--- src/sv/llv_pkg.sv ---
package llv_pkg;

    // Data format
    localparam int DATA_WIDTH = 32;
    localparam int FRAC_BITS  = 16;

    // Unit axis components lie in [-1.0, 1.0]: two bits above the fraction
    localparam int AXW  = FRAC_BITS + 2;
    // Eye/target difference keeps one extra bit
    localparam int DW1  = DATA_WIDTH + 1;
    // Magnitudes entering the normaliser (full precision cross product)
    localparam int NMW  = DATA_WIDTH + FRAC_BITS + 2;
    // Multiplier operand and product widths, accumulator width
    localparam int MW   = DATA_WIDTH + 2;
    localparam int PW   = 2 * MW;
    localparam int ACW  = 64;
    // Square root working width and length width
    localparam int SQW  = 64;
    localparam int LENW = 32;
    // The largest normalised magnitude lies in [2^29, 2^30)
    localparam int NORM_HI_BIT = 30;
    localparam int NORM_LO_BIT = 29;
    localparam int NORM_BITS   = 30;
    localparam int SHIFT_STEP  = 8;
    // Quotient bits of one normalised component, divider working width
    localparam int QB  = FRAC_BITS + 2;
    localparam int RW  = NORM_BITS + LENW + 2 + FRAC_BITS - LENW + QB;
    localparam int DCW = $clog2(QB);

    localparam logic signed [ACW-1:0] DW_HI = (ACW'(1) << (DATA_WIDTH - 1)) - ACW'(1);
    localparam logic signed [ACW-1:0] DW_LO = -DW_HI - ACW'(1);
    localparam logic signed [ACW-1:0] ONE_A = ACW'(1) << FRAC_BITS;

    // One input item after the front end
    typedef struct packed {
        logic [2:0][DATA_WIDTH-1:0] eye;
        logic [2:0][DATA_WIDTH-1:0] up;
        logic [2:0][DW1-1:0]        dir;
    } t_item;

    typedef enum logic [3:0] {
        B_IDLE,
        B_NMAX,
        B_NSHIFT,
        B_SQ,
        B_SQRT,
        B_DIVLD,
        B_DIV,
        B_NEXT,
        B_CROSS,
        B_CROSSLD,
        B_DOT,
        B_DONE
    } t_bstate;

    function automatic logic [1:0] nxt3(input logic [1:0] i);
        return (i == 2'd2) ? 2'd0 : i + 2'd1;
    endfunction

    function automatic logic [ACW-1:0] mag_acc(input logic signed [ACW-1:0] x);
        return x[ACW-1] ? ACW'(-x) : ACW'(x);
    endfunction

    // Drop the fraction, ties away from zero
    function automatic logic signed [ACW-1:0] round_frac(input logic signed [ACW-1:0] x);
        logic [ACW-1:0] m;
        m = (mag_acc(x) + (ACW'(1) << (FRAC_BITS - 1))) >> FRAC_BITS;
        return x[ACW-1] ? -$signed(m) : $signed(m);
    endfunction

    function automatic logic signed [DATA_WIDTH-1:0] sat_dw(input logic signed [ACW-1:0] x);
        logic signed [ACW-1:0] y;
        y = (x > DW_HI) ? DW_HI : ((x < DW_LO) ? DW_LO : x);
        return y[DATA_WIDTH-1:0];
    endfunction

    function automatic logic signed [AXW-1:0] clamp_one(input logic signed [ACW-1:0] x);
        logic signed [ACW-1:0] y;
        y = (x > ONE_A) ? ONE_A : ((x < -ONE_A) ? -ONE_A : x);
        return y[AXW-1:0];
    endfunction

endpackage

--- src/sv/llv_queue.sv ---
module llv_queue (
    input  logic           i_clk,
    input  logic           i_rst_n,
    input  logic           i_valid,
    output logic           o_ready,
    input  llv_pkg::t_item i_item,
    output logic           o_valid,
    input  logic           i_ready,
    output llv_pkg::t_item o_item
);
    import llv_pkg::*;

    t_item      r_mem [2];
    logic       r_wp;
    logic       r_rp;
    logic [1:0] r_cnt;
    logic       push;
    logic       pop;

    assign o_ready = (r_cnt != 2'd2);
    assign o_valid = (r_cnt != 2'd0);
    assign push    = i_valid && o_ready;
    assign pop     = o_valid && i_ready;
    assign o_item  = r_mem[r_rp];

    // Two-entry item queue
    always_ff @(posedge i_clk) begin
        if (!i_rst_n) begin
            r_wp  <= 1'b0;
            r_rp  <= 1'b0;
            r_cnt <= 2'd0;
        end else begin
            if (push) r_wp <= ~r_wp;
            if (pop)  r_rp <= ~r_rp;
            r_cnt <= r_cnt + {1'b0, push} - {1'b0, pop};
        end
    end

    always_ff @(posedge i_clk) begin
        if (push) begin
            r_mem[r_wp] <= i_item;
        end
    end

endmodule

--- config.mk ---
export PLATFORM = sky130hd
export DESIGN_NAME = llv_queue
export DESIGN_NICKNAME = d
export VERILOG_FILES = /design/src/sv/llv_pkg.sv /design/src/sv/llv_queue.sv
export SDC_FILE = /design/constraint.sdc
export NUM_CORES = 1
export LEC_CHECK = 0
export BUFFER_PORTS_ARGS = -buffer_cell sky130_fd_sc_hd__buf_2
export CORE_AREA = 4 4 225 227
export CTS_BUF_LIST = sky130_fd_sc_hd__clkbuf_2
export DETAILED_ROUTE_END_ITERATION = 10
export DIE_AREA = 0 0 229 231
export PLACE_DENSITY_LB_ADDON = 0.25
export SLEW_MARGIN = 20
export SYNTH_ARGS = -nofsm -noshare
export SYNTH_HDL_FRONTEND = slang
export SYNTH_SLANG_ARGS = --single-unit
--- constraint.sdc ---
create_clock -name i_clk -period 23.8 [get_ports i_clk]
set_clock_uncertainty 0.2 [all_clocks]
set_input_delay 4.76 -clock i_clk [delete_from_list [all_inputs] [get_ports i_clk]]
set_output_delay 4.76 -clock i_clk [all_outputs]
set_load 0.01 [all_outputs]
==> summary.txt <==
Critical Path AT: 3.76 ns
Via density: 4.84
Unique masters post-synth: 17
CTS Sinks: 587
Post-DP Area: 24800 µm²
Area Overhead vs Synth: 22.8%
Highest Clock Rate: 115 MHz
Routed WL: 51300 µm
Ports: 588
worst slew pin tran: 1.04 ns
period utilization: 0.366
YS warnings: 0
status: finished, final reports clean
Tot GR Track Use: 0.189
wire per inst: 21.7 µm
mapped cell area: 21400 µm²
Critical Path Sink Type: output port
worst setup margin: 15.08 ns
Net Count, Synth: 1226
Final GP Congestion: 0.843
Cell Int Power: 1.88 mW
# nets final: 1940
worst hold path class: flip-flop to flip-flop
Port Buf Inserts: 587
pwr dens: 101 nW/µm²
core area: 48600 µm²
CP required: 18.84 ns
CTS tree: built
Longest Clk Path Bufs: 3
max-slew violation count: 0
Final Hold Fails: 0
# DRC: 0
Die Ht: 231 µm
VDD IR max: 0.0000598 V
DIE AREA: 52900 µm²
Skew-Pair Late Insertion Delay: 1.23 ns
Hold Startpoint: r_wp$_SDFFE_PN0N_
hold buffer count at CTS: 0
most frequent cells in the layout: buf_2 (587), edfxtp_1 (582), mux2_2 (291)
first-pass GRT wire length: 73900 µm
# rows: 81
DR pass1 iterations: 5
min Tclk post-route: 8.72 ns
Switch Pwr: 0.775 mW
Worst R2R Start: r_cnt[0]$_SDFF_PN0_
Finish-stage setup viols: 0
Worst Path Buf+Inv: 2
Initial DRC Count: 653
Flop pwr share: 0.508
post-synthesis sequential area ratio: 0.823
Worst-path clk slew: 0.10 ns
htree depth: 4
Core Util, Final: 0.539
hpwl dp: 35600 µm
root buffer selected by CTS: clkbuf_2
Combinational Power Share: 0.239
Detail Route Antenna Nets: 0
kind of cell adding the most delay to the critical path: buffers and inverters
critical path startpoint category: flip-flop
Mapped Avg Cell Area: 23.0 µm²
commonest non-fill, non-tap cell in the layout: buf_2
CP max stage cell: dfxtp_4
Crit Path Max Fanout: 70
dpl ws: 16.21 ns
PostCTS Resize Cnt: 0
Num CTS Buffers: 146
initial antenna violation count: 17
Hold Slack: 0.340 ns
sw frac: 0.292
vias in the first global route: 12519
grt ovf: 0
Placed Cells: 2115
flops & latches, synth: 587
layout cells sized above 1: 0.639
Max Cap Violations: 0
post-CTS setup buffers: 0
Slew headroom: 0.306
Initial Util: 0.439
Leak: 9.97 nW
Final Power: 2.65 mW
largest net degree at the start of global routing: 178
Post-Layout Inst Area: 26200 µm²
Setup CP Type: flip-flop to output port
via count: 11482
non-filler cells, final: 2371
chip width: 229 µm
worst stage delay on the critical path: 0.95 ns
cell count after synthesis: 929
RSZ-0062 raised after global routing: false
CP Cell Sequence: buf_4, mux2_2, buf_2
clock share of power: 0.253
setup_tns: 0 ns
## registers in the layout, summed over array words and instances, names as in the netlist, named ones only
| signal | count |
|---|---|
| r_mem | 582 |
| r_cnt | 2 |
| r_rp | 1 |
| r_wp | 1 |
## Yosys cell counts
library cell	n	area [µm²]
edfxtp_1	582	17500
mux2_2	291	3280
buf_6	25	282
clkbuf_8	7	96.3
dfxtp_1	5	100
xnor2_1	3	26.3
and2_1	2	12.5
ha_1	2	25.0
nand2_1	2	7.51
nand2b_1	2	12.5
nor2b_1	2	12.5
and3_1	1	6.26
inv_1	1	3.75
mux2i_1	1	10.0
nor2_1	1	3.75
o21a_1	1	7.51
or2_2	1	6.26
## power groups by stage
stage          logic [mW]  clock network [mW]  registers [mW]
5_1_grt             0.678               0.765            1.36
6_report            0.633               0.671            1.35
4_1_cts             0.638               0.704            1.35
2_1_floorplan       0.418                   0            1.40
3_5_place_dp        0.634                   0            1.37
3_3_place_gp        0.632                   0            1.37
## layout make-up
cell class	instances	area, µm²
diodes	14	35.0
clock buffers	200	1000
clock inverters	40	338
fillers	3934	22400
inverters	1	3.75
multi-input cells	309	3420
flip-flops and latches	587	17600
well taps	622	778
repair buffers	598	3080
## metal layers
layer  wire length (µm)  global-route usage  vias to the layer above
li1                   -                   -                     5247
met1              18500               0.200                     5653
met2              26400               0.316                      464
met3               4940              0.0874                      102
met4               1400              0.0966                       16
met5                114                   0                        -
## cell families after synthesis
kind of cell,Yosys count,synth area share
flops,587,0.823
buf+inv,33,0.0179
simple gates,11,0.00287
xor+xnor,3,0.00123
compound gates,1,0.000352
fa+ha+maj,2,0.00117
mux,292,0.154
## path summary, 6_finish.rpt
path / endpoint / slack (ns) / cells after the start
worst max-delay path: o_item[226] / 15.08 / 3
worst min-delay path: r_wp$_SDFFE_PN0N_ / 0.34 / 2
worst max register to register: r_mem[1][270]$_DFFE_PP_ / 20.75 / 3
worst min register to register: r_wp$_SDFFE_PN0N_ / 0.34 / 2
## worst register-to-register path: cells and delay by family, from the launching register on
kind	cells	cell delay [ns]
buffers and inverters	1	0.95
and+or+nand+nor	2	1.01
DFF	1	0.38
(Power assumes the default switching activity.)
