File: config.mk
export PLATFORM = sky130hd
export DESIGN_NAME = llv_front
export DESIGN_NICKNAME = d
export VERILOG_FILES = /design/src/sv/llv_pkg.sv /design/src/sv/llv_front.sv
export SDC_FILE = /design/constraint.sdc
export NUM_CORES = 1
export LEC_CHECK = 0
export BUFFER_PORTS_ARGS = -buffer_cell sky130_fd_sc_hd__buf_2
export CAP_MARGIN = 20
export CORE_AREA = 2 2 227 229
export DETAILED_ROUTE_END_ITERATION = 8
export DIE_AREA = 0 0 229 231
export PLACE_DENSITY = 0.62
export SYNTH_ARGS = -nofsm -noshare
export SYNTH_HDL_FRONTEND = slang
export SYNTH_SLANG_ARGS = --single-unit
File: constraint.sdc
create_clock -name i_clk -period 9.1 [get_ports i_clk]
set_clock_uncertainty 0.05 [all_clocks]
set_input_delay 0.455 -clock i_clk [delete_from_list [all_inputs] [get_ports i_clk]]
set_output_delay 0.455 -clock i_clk [all_outputs]
set_load 0.01 [all_outputs]
File: src/sv/llv_pkg.sv
package llv_pkg;

    // Data format
    localparam int DATA_WIDTH = 32;
    localparam int FRAC_BITS  = 16;

    // Unit axis components lie in [-1.0, 1.0]: two bits above the fraction
    localparam int AXW  = FRAC_BITS + 2;
    // Eye/target difference keeps one extra bit
    localparam int DW1  = DATA_WIDTH + 1;
    // Magnitudes entering the normaliser (full precision cross product)
    localparam int NMW  = DATA_WIDTH + FRAC_BITS + 2;
    // Multiplier operand and product widths, accumulator width
    localparam int MW   = DATA_WIDTH + 2;
    localparam int PW   = 2 * MW;
    localparam int ACW  = 64;
    // Square root working width and length width
    localparam int SQW  = 64;
    localparam int LENW = 32;
    // The largest normalised magnitude lies in [2^29, 2^30)
    localparam int NORM_HI_BIT = 30;
    localparam int NORM_LO_BIT = 29;
    localparam int NORM_BITS   = 30;
    localparam int SHIFT_STEP  = 8;
    // Quotient bits of one normalised component, divider working width
    localparam int QB  = FRAC_BITS + 2;
    localparam int RW  = NORM_BITS + LENW + 2 + FRAC_BITS - LENW + QB;
    localparam int DCW = $clog2(QB);

    localparam logic signed [ACW-1:0] DW_HI = (ACW'(1) << (DATA_WIDTH - 1)) - ACW'(1);
    localparam logic signed [ACW-1:0] DW_LO = -DW_HI - ACW'(1);
    localparam logic signed [ACW-1:0] ONE_A = ACW'(1) << FRAC_BITS;

    // One input item after the front end
    typedef struct packed {
        logic [2:0][DATA_WIDTH-1:0] eye;
        logic [2:0][DATA_WIDTH-1:0] up;
        logic [2:0][DW1-1:0]        dir;
    } t_item;

    typedef enum logic [3:0] {
        B_IDLE,
        B_NMAX,
        B_NSHIFT,
        B_SQ,
        B_SQRT,
        B_DIVLD,
        B_DIV,
        B_NEXT,
        B_CROSS,
        B_CROSSLD,
        B_DOT,
        B_DONE
    } t_bstate;

    function automatic logic [1:0] nxt3(input logic [1:0] i);
        return (i == 2'd2) ? 2'd0 : i + 2'd1;
    endfunction

    function automatic logic [ACW-1:0] mag_acc(input logic signed [ACW-1:0] x);
        return x[ACW-1] ? ACW'(-x) : ACW'(x);
    endfunction

    // Drop the fraction, ties away from zero
    function automatic logic signed [ACW-1:0] round_frac(input logic signed [ACW-1:0] x);
        logic [ACW-1:0] m;
        m = (mag_acc(x) + (ACW'(1) << (FRAC_BITS - 1))) >> FRAC_BITS;
        return x[ACW-1] ? -$signed(m) : $signed(m);
    endfunction

    function automatic logic signed [DATA_WIDTH-1:0] sat_dw(input logic signed [ACW-1:0] x);
        logic signed [ACW-1:0] y;
        y = (x > DW_HI) ? DW_HI : ((x < DW_LO) ? DW_LO : x);
        return y[DATA_WIDTH-1:0];
    endfunction

    function automatic logic signed [AXW-1:0] clamp_one(input logic signed [ACW-1:0] x);
        logic signed [ACW-1:0] y;
        y = (x > ONE_A) ? ONE_A : ((x < -ONE_A) ? -ONE_A : x);
        return y[AXW-1:0];
    endfunction

endpackage

File: src/sv/llv_front.sv
module llv_front (
    input  logic                       i_clk,
    input  logic                       i_rst_n,
    input  logic                       i_cfg_wr_en,
    input  logic                       i_cfg_wr_data,
    input  logic                       i_valid,
    output logic                       o_ready,
    input  logic [9*llv_pkg::DATA_WIDTH-1:0] i_data,
    output logic                       o_valid,
    input  logic                       i_ready,
    output llv_pkg::t_item             o_item
);
    import llv_pkg::*;

    logic  r_hand;
    logic  r_valid;
    t_item r_item;
    t_item n_item;

    // Handedness register
    always_ff @(posedge i_clk) begin
        if (!i_rst_n) begin
            r_hand <= 1'b0;
        end else if (i_cfg_wr_en) begin
            r_hand <= i_cfg_wr_data;
        end
    end

    // Unpack the item and form the view direction
    always_comb begin
        logic signed [DW1-1:0] e;
        logic signed [DW1-1:0] t;
        n_item = '0;
        for (int i = 0; i < 3; i++) begin
            n_item.eye[i] = i_data[i*DATA_WIDTH +: DATA_WIDTH];
            n_item.up[i]  = i_data[(6+i)*DATA_WIDTH +: DATA_WIDTH];
            e = DW1'($signed(i_data[i*DATA_WIDTH +: DATA_WIDTH]));
            t = DW1'($signed(i_data[(3+i)*DATA_WIDTH +: DATA_WIDTH]));
            n_item.dir[i] = r_hand ? e - t : t - e;
        end
    end

    assign o_ready = !r_valid || i_ready;

    // Holding stage in front of the queue
    always_ff @(posedge i_clk) begin
        if (!i_rst_n) begin
            r_valid <= 1'b0;
        end else if (o_ready) begin
            r_valid <= i_valid;
        end
    end

    always_ff @(posedge i_clk) begin
        if (i_valid && o_ready) begin
            r_item <= n_item;
        end
    end

    assign o_valid = r_valid;
    assign o_item  = r_item;

endmodule

==> results of run 1 <==
[registers in the layout, indices dropped and copies added (netlist names)]
| name | cells |
|---|---|
| o_item | 291 |
| r_hand | 1 |
| o_valid | 1 |
[per-stage QoR]
step | worst slack (ps) | hold slack (ps) | std cells
after floorplan | 1080 | 504 | 1960
after global placement | 5750 | 473 | 3144
after detailed placement | 5730 | 489 | 3144
after CTS | 5750 | 0.724 | 3215
after global routing | 5530 | 7.47 | 3218
final | 5640 | 37.8 | 3218
[cell usage after synthesis, drive strengths merged, types with 5 or more instances]
master	instances	share of area [%]
a211oi	39	1.5
or2	5	0.16
nor4	7	0.22
buf	65	2.0
o21a	17	0.65
a2111oi	8	0.45
o21ai	147	3.8
and3	11	0.36
fa	6	0.61
or3	10	0.34
o21bai	14	0.53
xnor2	53	2.4
xor2	35	1.6
a31oi	17	0.54
nand3b	8	0.30
a221oi	5	0.25
o22ai	8	0.25
inv	219	4.2
nor3	26	0.66
nor2	101	1.9
a21boi	9	0.40
and2	7	0.23
nand2	127	2.5
o211ai	35	1.3
o2111ai	5	0.22
a21oi	215	5.5
edfxtp	291	44
o32ai	5	0.30
or4	5	0.19
o31ai	17	0.65
mux2i	12	0.61
ha	192	12
o311ai	5	0.26
a22oi	8	0.33
nand4	41	1.4
a21o	49	1.9
nor2b	25	0.79
clkbuf	23	0.56
nand3	16	0.41
nand2b	8	0.25
a211o	7	0.32
[cells in the final DEF (no fill, tap or decap), drive strengths merged, types with 14 or more instances in the layout]
master / n
xor2: 35
o21a: 17
o31ai: 17
xnor2: 53
a21o: 49
a211oi: 39
nand4: 41
o21bai: 14
a21oi: 215
inv: 221
nand2: 127
nand3: 16
o211ai: 35
nor2b: 25
edfxtp: 291
nor3: 26
o21ai: 147
buf: 592
clkbuf: 43
nor2: 101
a31oi: 17
ha: 192
[per-layer routing]
layer / wire length (um) / track usage [%]
met1: 26400 / 28.4
met2: 34400 / 44.4
met3: 5040 / 5.83
met4: 3100 / 10.8
met5: 38 / 0
[final cells by class]
type                            instances  area [um^2]
Multi-Input combinational cell       1360         9610
Fill cell                            4817        26400
Sequential cell                       293         8780
Clock inverter                         20          201
Clock buffer                           43          948
Timing Repair Buffer                  600         3060
Antenna cell                            3         7.51
Tap cell                              680          851
Inverter                              219          822
[worst max-delay path by stage]
stage,from,end
after global placement,r_hand,o_item[91]
after floorplan,i_ready,o_item[0]
after global routing,r_hand,o_item[91]
after detailed placement,i_data[12],o_item[29]
final,r_hand,o_item[29]
after CTS,r_hand,o_item[91]
[what timing repair did]
action | in CTS | in global routing
hold endpoints to repair | 8 | 0
endpoints found under the setup margin | 0 | 0
hold buffers | 8 | 0
[power breakdown]
part | switching [uW] | internal (uW)
registers | 41.8 | 1650
logic | 691 | 397
clock network | 574 | 855
total | 1310 | 2900
[cells by family (layout without fill, tap and decap cells)]
group / count (synthesis) / in the layout
compound gates: 652 / 652
xor+xnor: 88 / 88
fa+ha+maj: 198 / 198
buf+inv: 307 / 882
flops: 293 / 293
mux: 16 / 16
other cells: 0 / 3
simple gates: 406 / 406
==> impl_results.md, run 1 <==
* Worst R2R Start: r_hand
* Core ar. at 50,700 um^2
* Routability cong. at 0.932
* DRC viols at 0
* CTS root buf: clkbuf_16
* Total Power at 4210 uW
* Post-CTS setup buffers at 0
* Kind of critical path: flip-flop to flip-flop
* CP top delay family: compound AO/OA/AOI/OAI gates
* CTS max path bufs at 3
* Skew-Pair Late Insertion Delay at 540 ps
* P&R area growth vs syn at 23.2%
* Via density per instance at 5.44
* Overall Global Routing Usage at 24.9%
* Hold Crit Depth at 1
* Worst reg2reg path depth at 7
* Ys async rst share at 0%
* Placed cell area at 23,000 um^2
* Nets at 3,002
* Port bufs at 586
* Period utilisation layout at 38.1%
* Iteration-0 DRC Markers at 1,243
* CTS tree: built
* CP Cell Sequence: inv_2 > buf_4 > o31ai_1 > inv_1 > a311oi_1 > o31a_1 > xnor2_1
* Critical Path RT at 9330 ps
* Final min period at 3460 ps
* Crit Path Max Fanout at 60
* Full die area at 52,900 um^2
* Max cap viols at 0
* Critical Path Sink Type: flip-flop
* Fin. max-slew vios at 0
* Number of synthesized flops with an enable pin at around 290
* Post-synthesis mux area share at 0.838%
* Post-synthesis cell area at about 20,000 um^2
* CTS resizes at 0
* Total global routing overflow at 0
* Worst hold start: i_data[260]
* Pre-Repair DR Iteration Count at 6
* Post-synthesis simple-gate area fraction at slightly above 10%
* Worst Tran Pin Value at between 1000 and 1500 ps
* Hpwl dp at 55,200 um
* CP max stage delay at around 800 ps
* Most used DFF post-synth: edfxtp_1
* Final Instance Area at between 20,000 and 25,000 um^2
* Leakage power at 0.0108 uW
* Worst setup SP type: flip-flop
* Stages on the worst setup path at 7
* Layout cells sized above 1 at 26.8%
* Hold Path End: o_item[167]
* Synthesized Nets at 2,452
* Total Routed Length at ~69,000 um
* Setup TNS at 0 ps
* Initial antenna violation count at 12
* I/O Pins at 587
* RSZ-0062 raised after global routing: false
* Cell count after synthesis at 1,960
* Routed vias at 17,498
* Core Rows at 83
* Headroom to the max-slew limit at about 25%
* Compound-Gate Fraction of Synth Area at 21.1%
* Initial core utilization at around 40%
* Synth cell types at 93
* RR Endpoint: o_item[29]
* H-Tree Depth at 2
* Clock sinks at about 300
* First-pass GRT wire length at around 100,000 um
* Post-DRT Antenna Nets at 0
* Seq/Total Area, Yosys at 44.6%
* Final core utilization at 47.9%
* Outcome: finished clean
* Post-synthesis register bit count at 293
* Adder-cell area share of the yosys netlist at 12.8%
* Final Hold Fails at 0
* Drt wl/cell at 21.4 um
* Vias in the first global route at about 17,000
* Arr. time, crit path at 3690 ps
* R2R setup slack at 5640 ps
* VDD IR-drop max at ~0.00011 V
* Final Setup Violations at 0
* Largest net degree at the start of global routing at 82
* Ys Warns at 0
* FMAX at 289 MHz
* PwrDens at 173 nW/um^2
* CTS buffer count at 36
* Mean Syn Cell Area at 10.1 um^2
* Largest family of logic cells by synthesized area: compound AO/OA/AOI/OAI gates
* XOR/XNOR share of the synthesized area at 3.91%
* Bufs and invs on worst path at 3
* Slowest cell on the critical path: dfxtp_4
* Chip width at 229 um
* Worst min path class: input port to flip-flop
* Die height at 231 um
* Reg clk slew, reported paths at approximately 60 ps
Note: power is estimated with default switching activity, not from simulation.
==> inputs of run 2 (changes only) <==
CORE_AREA = 2 2 232 234   (was 2 2 227 229)
DIE_AREA = 0 0 234 236   (was 0 0 229 231)
clock period = 2.89 ns   (was 9.1 ns; I/O delays follow)
==> run 2 against run 1 <==
  * Hold slack improved by 14 ps
  * Sequential power grew to 3.1 times the previous value
  * Die area increased by 4.4%
  * Total power rose to 3.3 times the previous value
==> impl_results.md, run 2 (synthesized netlist as in run 1, its figures left out) <==
* First-pass GRT wire length at 108,000 um (was 101,000 um)
* Skew-Pair Late Insertion Delay at 540 ps (about the same)
* Max cap viols at 0 (unchanged)
* Die height at 236 um (was 231 um)
* Total Routed Length at 72,900 um (was 68,900 um)
* Worst setup margin at 113 ps (was 5640 ps)
* CTS buffer count at 36 (unchanged)
* Total global routing overflow at 0 (unchanged)
* Post-CTS setup buffers at 0 (unchanged)
* Kind of critical path: input port to flip-flop (was flip-flop to flip-flop)
* Layout cells sized above 1 at 28.2% (was 26.8%)
* Full die area at 55,200 um^2 (was 52,900 um^2)
* CTS root buf: clkbuf_16 (unchanged)
* Filler cell count at 4,809 (was 4,817)
* Final core utilization at 51.2% (was 47.9%)
* Final Setup Violations at 0 (unchanged)
* Hold WS at 51.6 ps (was 37.8 ps)
* Via density per instance at 5.31 (was 5.44)
* Sequential Power Share at 38.2% (was 40.2%)
* Final Hold Fails at 0 (unchanged)
* Internal Power at 9650 uW (was 2900 uW)
* Outcome: finished clean (unchanged)
* Critical Path RT at 3130 ps (was 9330 ps)
* Worst Tran Pin Value at 710 ps (was 1130 ps)
* I/O Pins at 587 (unchanged)
* Worst min path class: input port to flip-flop (unchanged)
* Commonest non-fill, non-tap cells in the layout: 585 x buf_2, 291 x edfxtp_1, 218 x inv_1, 211 x a21oi_1, 199 x dlygate4sd3_1 (was 586 x buf_2, 291 x edfxtp_1, 218 x inv_1, 212 x a21oi_1, 192 x ha_1)
* P&R area growth vs syn at 37.8% (was 23.2%)
* Port bufs at 586 (unchanged)
* Largest net degree at the start of global routing at 116 (was 82)
* Max FFs per register at 291 (unchanged)
* Crit Path Max Fanout at 5 (was 60)
* Worst setup SP type: input port (was flip-flop)
* Pre-CTS worst setup slack at -5.51 ps (was 5730 ps)
* Routed vias at 18,733 (was 17,498)
* Reg clk slew, reported paths at 50 ps (was 60 ps)
* Fin. max-slew vios at 0 (unchanged)
* Total Power at 13,900 uW (was 4210 uW)
* Gate power share at 28.0% (was 25.9%)
* FMAX at roughly 360 MHz
* VDD IR-drop max at 0.000380 V (was 0.000111 V)
* Period utilisation layout at 96.1%
* Overall Global Routing Usage at 25.3% (was 24.9%)
* DRC viols at 0 (unchanged)
* Routability cong. at 0.925 (was 0.932)
* Arr. time, crit path at 3010 ps (was 3690 ps)
* PwrDens at 512 nW/um^2 (was 173 nW/um^2)
* CTS max path bufs at 3 (unchanged)
* Post-DRT Antenna Nets at 0 (unchanged)
* Initial antenna violation count at 10 (was 12)
* Clock Power Share at 33.9% (was 34.0%)
* Iteration-0 DRC Markers at 1,141 (was 1,243)
* Reg area at 8780 um^2 (about the same)
* Chip width at 234 um (was 229 um)
* Sw Share at 30.6% (was 31.1%)
* Headroom to the max-slew limit at 52.2% (was 24.7%)
* Core ar. at 53,100 um^2 (was 50,700 um^2)
* H-Tree Depth at 2 (unchanged)
* Pre-Repair DR Iteration Count at 5 (was 6)
* Final min period at 2780 ps
* Clock sinks at 293 (unchanged)
* Leakage power at 0.0121 uW (was 0.0108 uW)
* Initial core utilization at 37.1% (was 38.9%)
* Core Rows at 85 (was 83)
* P_sw at 4250 uW (was 1310 uW)
* Critical Path Sink Type: flip-flop (unchanged)
* Area of the multi-input gates at 9670 um^2 (was 9610 um^2)
* CTS tree: built (unchanged)
* Drt wl/cell at 20.7 um (was 21.4 um)
* Nets at 3,291 (was 3,002)
* Leading cell type in the layout, fill and taps excluded: buf_2 (unchanged)
* Vias in the first global route at 18,862 (was 17,107)
* Hpwl dp at 56,700 um (was 55,200 um)
[run 2: changes by cell type in the layout (fill, tap and decap cells not counted), moves of 3 or more]
cell and change:
buf_12 +6, buf_4 +92, clkinv_1 -5, clkinv_2 +3
diode_2 +3, dlygate4sd3_1 +191, ha_1 -3, ha_2 +3
o21ai_0 -3, o21ai_1 +3
[run 2: worst paths after layout]
path                                   from    endpoint  slack [ps]  cells after the start
worst max-delay path              i_data[0]  o_item[26]         110                     11
worst min register to register      o_valid  o_item[39]         760                      2
worst min-delay path            i_data[129]  o_item[34]          50                      3
worst max register to register       r_hand  o_item[31]         420                      8
[run 2: routing by layer]
metal  part of all wire, %  GRT usage, %  up-vias
met4                   4.4          11.0        6
met5                 0.041             0        -
met1                    39          28.9     9039
met3                   6.5          5.32      144
li1                      -             -     8855
met2                    50          45.2      689
[run 2: final cells by class]
type / count / area share, %
Inverter: 219 / 3.03
Multi-Input combinational cell: 1360 / 35.6
Clock buffer: 42 / 3.48
Timing Repair Buffer: 889 / 21.3
Clock inverter: 20 / 0.949
Antenna cell: 6 / 0.0553
Tap cell: 696 / 3.21
Sequential cell: 293 / 32.4
[run 2: repair_timing]
action | 4_1_cts | 5_1_grt
endpoints found under the setup margin | 0 | 16
endpoints found under the hold margin | 197 | 0
resized for setup | 0 | 20
hold buffers | 199 | 0
[run 2: power by group through the flow]
| stage | combinational, uW | sequential (uW) | clock (uW) |
|---|---|---|---|
| 2_1_floorplan | 1880 | 5580 | 0 |
| 3_3_place_gp | 3600 | 5380 | 0 |
| 3_5_place_dp | 3620 | 5380 | 0 |
| 4_1_cts | 3850 | 5300 | 4810 |
| 5_1_grt | 4230 | 5330 | 4970 |
| 6_report | 3890 | 5300 | 4710 |
[run 2: worst max-delay path, stage by stage]
cell           delay (ps)
dlygate4sd3_1         530
buf_2                 140
inv_1                  50
ha_1                  320
fa_1                  540
o31ai_1               410
nor2_1                100
o21ai_0               320
a32o_1                260
a22oi_1                90
xnor2_1               130
[run 2: stage by stage]
step | TNS, ps | cell area (um^2) | instances
6_report | 0 | 27100 | 3525
5_1_grt | -4.09 | 27100 | 3523
4_1_cts | 0 | 27100 | 3519
3_5_place_dp | -5.51 | 23900 | 3258
3_3_place_gp | 0 | 23900 | 3258
2_1_floorplan | -18080 | 19700 | 1960
==> inputs of run 3 (changes only) <==
MAX_ROUTING_LAYER = met4   (was default)
==> run 3 against run 2 <==
  * The run now ends with negative setup slack left
  * Global-route usage up 1.1 points
  * Die area unchanged
  * Non-clock buffer count up 10
  * Register-to-register slack better by 40 ps
  * Maximum frequency down 4.7%
  * Clock power down 12%
  * Critical endpoint unchanged
==> impl_results.md, run 3 (synthesized netlist as in run 1, its figures left out) <==
* Outcome: finished, violations left (was finished clean)
* Failing checks: negative setup slack
* PwrDens at 494 nW/um^2 (was 512 nW/um^2)
* CP Cell Sequence: buf_2 > dlygate4sd3_1 > ha_1 > fa_1 > o31ai_1 > nor2_1 > o21ai_0 > a32o_1 > a22oi_1 > xnor2_1 (was dlygate4sd3_1 > buf_2 > inv_1 > ha_1 > fa_1 > o31ai_1 > nor2_1 > o21ai_0 > a32o_1 > a22oi_1 > xnor2_1)
* Worst Tran Pin Value at 764 ps (was 710 ps)
* FMAX at 343 MHz (was 360 MHz)
* Worst setup SP type: input port (unchanged)
* Hold Crit Depth at 4 (was 3)
* Post-DRT Antenna Nets at 0 (unchanged)
* Post-CTS setup buffers at 0 (unchanged)
* Max FFs per register at 291 (unchanged)
* Placed cell area at 24,000 um^2 (was 23,900 um^2)
* Max cap viols at 0 (unchanged)
* Overall Global Routing Usage at 26.4% (was 25.3%)
* Vias in the first global route at 18,777 (was 18,862)
* VDD IR-drop max at 0.000393 V (was 0.000380 V)
* Largest net degree at the start of global routing at 87 (was 116)
* Pre-Repair DR Iteration Count at 7 (was 5)
* Crit Path Max Fanout at 5 (unchanged)
* I/O Pins at 587 (unchanged)
* Chip width at 234 um (unchanged)
* Worst hold start: i_data[0] (was i_data[129])
* Arr. time, crit path at 3150 ps (was 3010 ps)
* Pre-CTS worst setup slack at -225 ps (was -5.51 ps)
* Critical Path RT at 3130 ps (about the same)
* Final Setup Violations at 1 (was 0)
* Worst setup margin at -23.2 ps (was 113 ps)
* Initial core utilization at 37.1% (unchanged)
* Total Routed Length at 73,800 um (was 72,900 um)
* DRC viols at 0 (unchanged)
* Full die area at 55,200 um^2 (unchanged)
* Hpwl dp at 57,400 um (was 56,700 um)
* Routed vias at 18,638 (was 18,733)
* Reg clk slew, reported paths at 60 ps (was 50 ps)
* Critical Path Sink Type: flip-flop (unchanged)
* Final min period at 2910 ps (was 2780 ps)
* Headroom to the max-slew limit at 48.3% (was 52.2%)
* Kind of critical path: input port to flip-flop (unchanged)
* Worst setup startpoint: i_data[96] (was i_data[0])
* Leakage power at 0.0121 uW (about the same)
* CTS root buf: clkbuf_16 (unchanged)
* Clock sinks at 293 (unchanged)
* Skew-Pair Late Insertion Delay at 540 ps (about the same)
* First-pass GRT wire length at 109,000 um (was 108,000 um)
* P&R area growth vs syn at 37.3% (was 37.8%)
* Final Hold Fails at 0 (unchanged)
* Initial antenna violation count at 9 (was 10)
* Worst reg2reg path depth at 9 (was 8)
* Iteration-0 DRC Markers at 1,229 (was 1,141)
* Final Instance Area at 27,000 um^2 (was 27,100 um^2)
* CTS tree: built (unchanged)
* Via density per instance at 5.27 (was 5.31)
* CP max stage delay at 580 ps (was 540 ps)
* Worst R2R Start: r_hand (unchanged)
* Commonest non-fill, non-tap cells in the layout: 586 x buf_2, 291 x edfxtp_1, 218 x inv_1, 210 x a21oi_1, 199 x dlygate4sd3_1 (was 585 x buf_2, 291 x edfxtp_1, 218 x inv_1, 211 x a21oi_1, 199 x dlygate4sd3_1)
* CTS buffer count at 35 (was 36)
* Worst min path class: input port to flip-flop (unchanged)
* Die height at 236 um (unchanged)
* Layout cells sized above 1 at 28.3% (was 28.2%)
* Drt wl/cell at 20.9 um (was 20.7 um)
* Nets at 3,300 (was 3,291)
* Leading cell type in the layout, fill and taps excluded: buf_2 (unchanged)
* H-Tree Depth at 2 (unchanged)
* Routability cong. at 0.971 (was 0.925)
* Core ar. at 53,100 um^2 (unchanged)
* Total global routing overflow at 0 (unchanged)
* Slowest cell on the critical path: dlygate4sd3_1 (was fa_1)
* Core Rows at 85 (unchanged)
* Period utilisation layout at 101% (was 96.1%)
* Fin. max-slew vios at 0 (unchanged)
* CTS max path bufs at 3 (unchanged)
* Port bufs at 586 (unchanged)
run 3: power by group:
| part | switching (uW) | internal (uW) | total [uW] |
|---|---|---|---|
| Clock | 1830 | 2320 | 4140 |
| Combinational | 2320 | 1600 | 3920 |
| Sequential | 118 | 5190 | 5300 |
run 3: per-stage QoR:
| step | instances | hold WS [ps] | util, % | TNS [ps] | power, uW |
|---|---|---|---|---|---|
| after floorplan | 1960 | 193 | - | -18080 | 7470 |
| after global placement | 3268 | 271 | 45.1 | -379 | 9010 |
| after detailed placement | 3268 | 273 | 45.1 | -453 | 9030 |
| after CTS | 3528 | 21.3 | 50.8 | 0 | 13400 |
| after global routing | 3535 | 47.4 | 51.0 | -28.4 | 14000 |
| final | 3535 | 54.1 | 51.0 | -23.2 | 13400 |
run 3: worst max-delay path, delay by kind of cell:
kind            cells  cell delay, ps
compound gates      4            1220
xor+xnor            1             150
fa+ha+maj           2             820
buf+inv             2             700
simple gates        1             110
run 3: layer usage:
layer / global-route usage [%] / up-vias / share of wire (%)
met1: 30.6 / 8868 / 40
met3: 4.69 / 130 / 6.6
li1: - / 8870 / -
met5: - / - / 0
met2: 46.4 / 770 / 50
met4: 7.98 / 0 / 3.1
run 3: worst paths after layout:
path,to,slack (ps)
worst max-delay path,o_item[26],-20
worst min-delay path,o_item[0],50
worst max register to register,o_item[55],460
worst min register to register,o_item[33],790
run 3: final cells by class:
class / count / area [um^2]
inverters: 219 / 822
flip-flops and latches: 293 / 8780
fillers: 4835 / 26000
multi-input cells: 1360 / 9660
clock inverters: 22 / 146
diodes: 7 / 17.5
repair buffers: 899 / 5860
well taps: 696 / 871
clock buffers: 39 / 891
run 3: timing repair:
| item | CTS | global route |
|---|---|---|
| gates resized for setup | 0 | 15 |
| setup endpoints to repair | 0 | 14 |
| hold endpoints to repair | 197 | 0 |
| hold buffers | 199 | 0 |
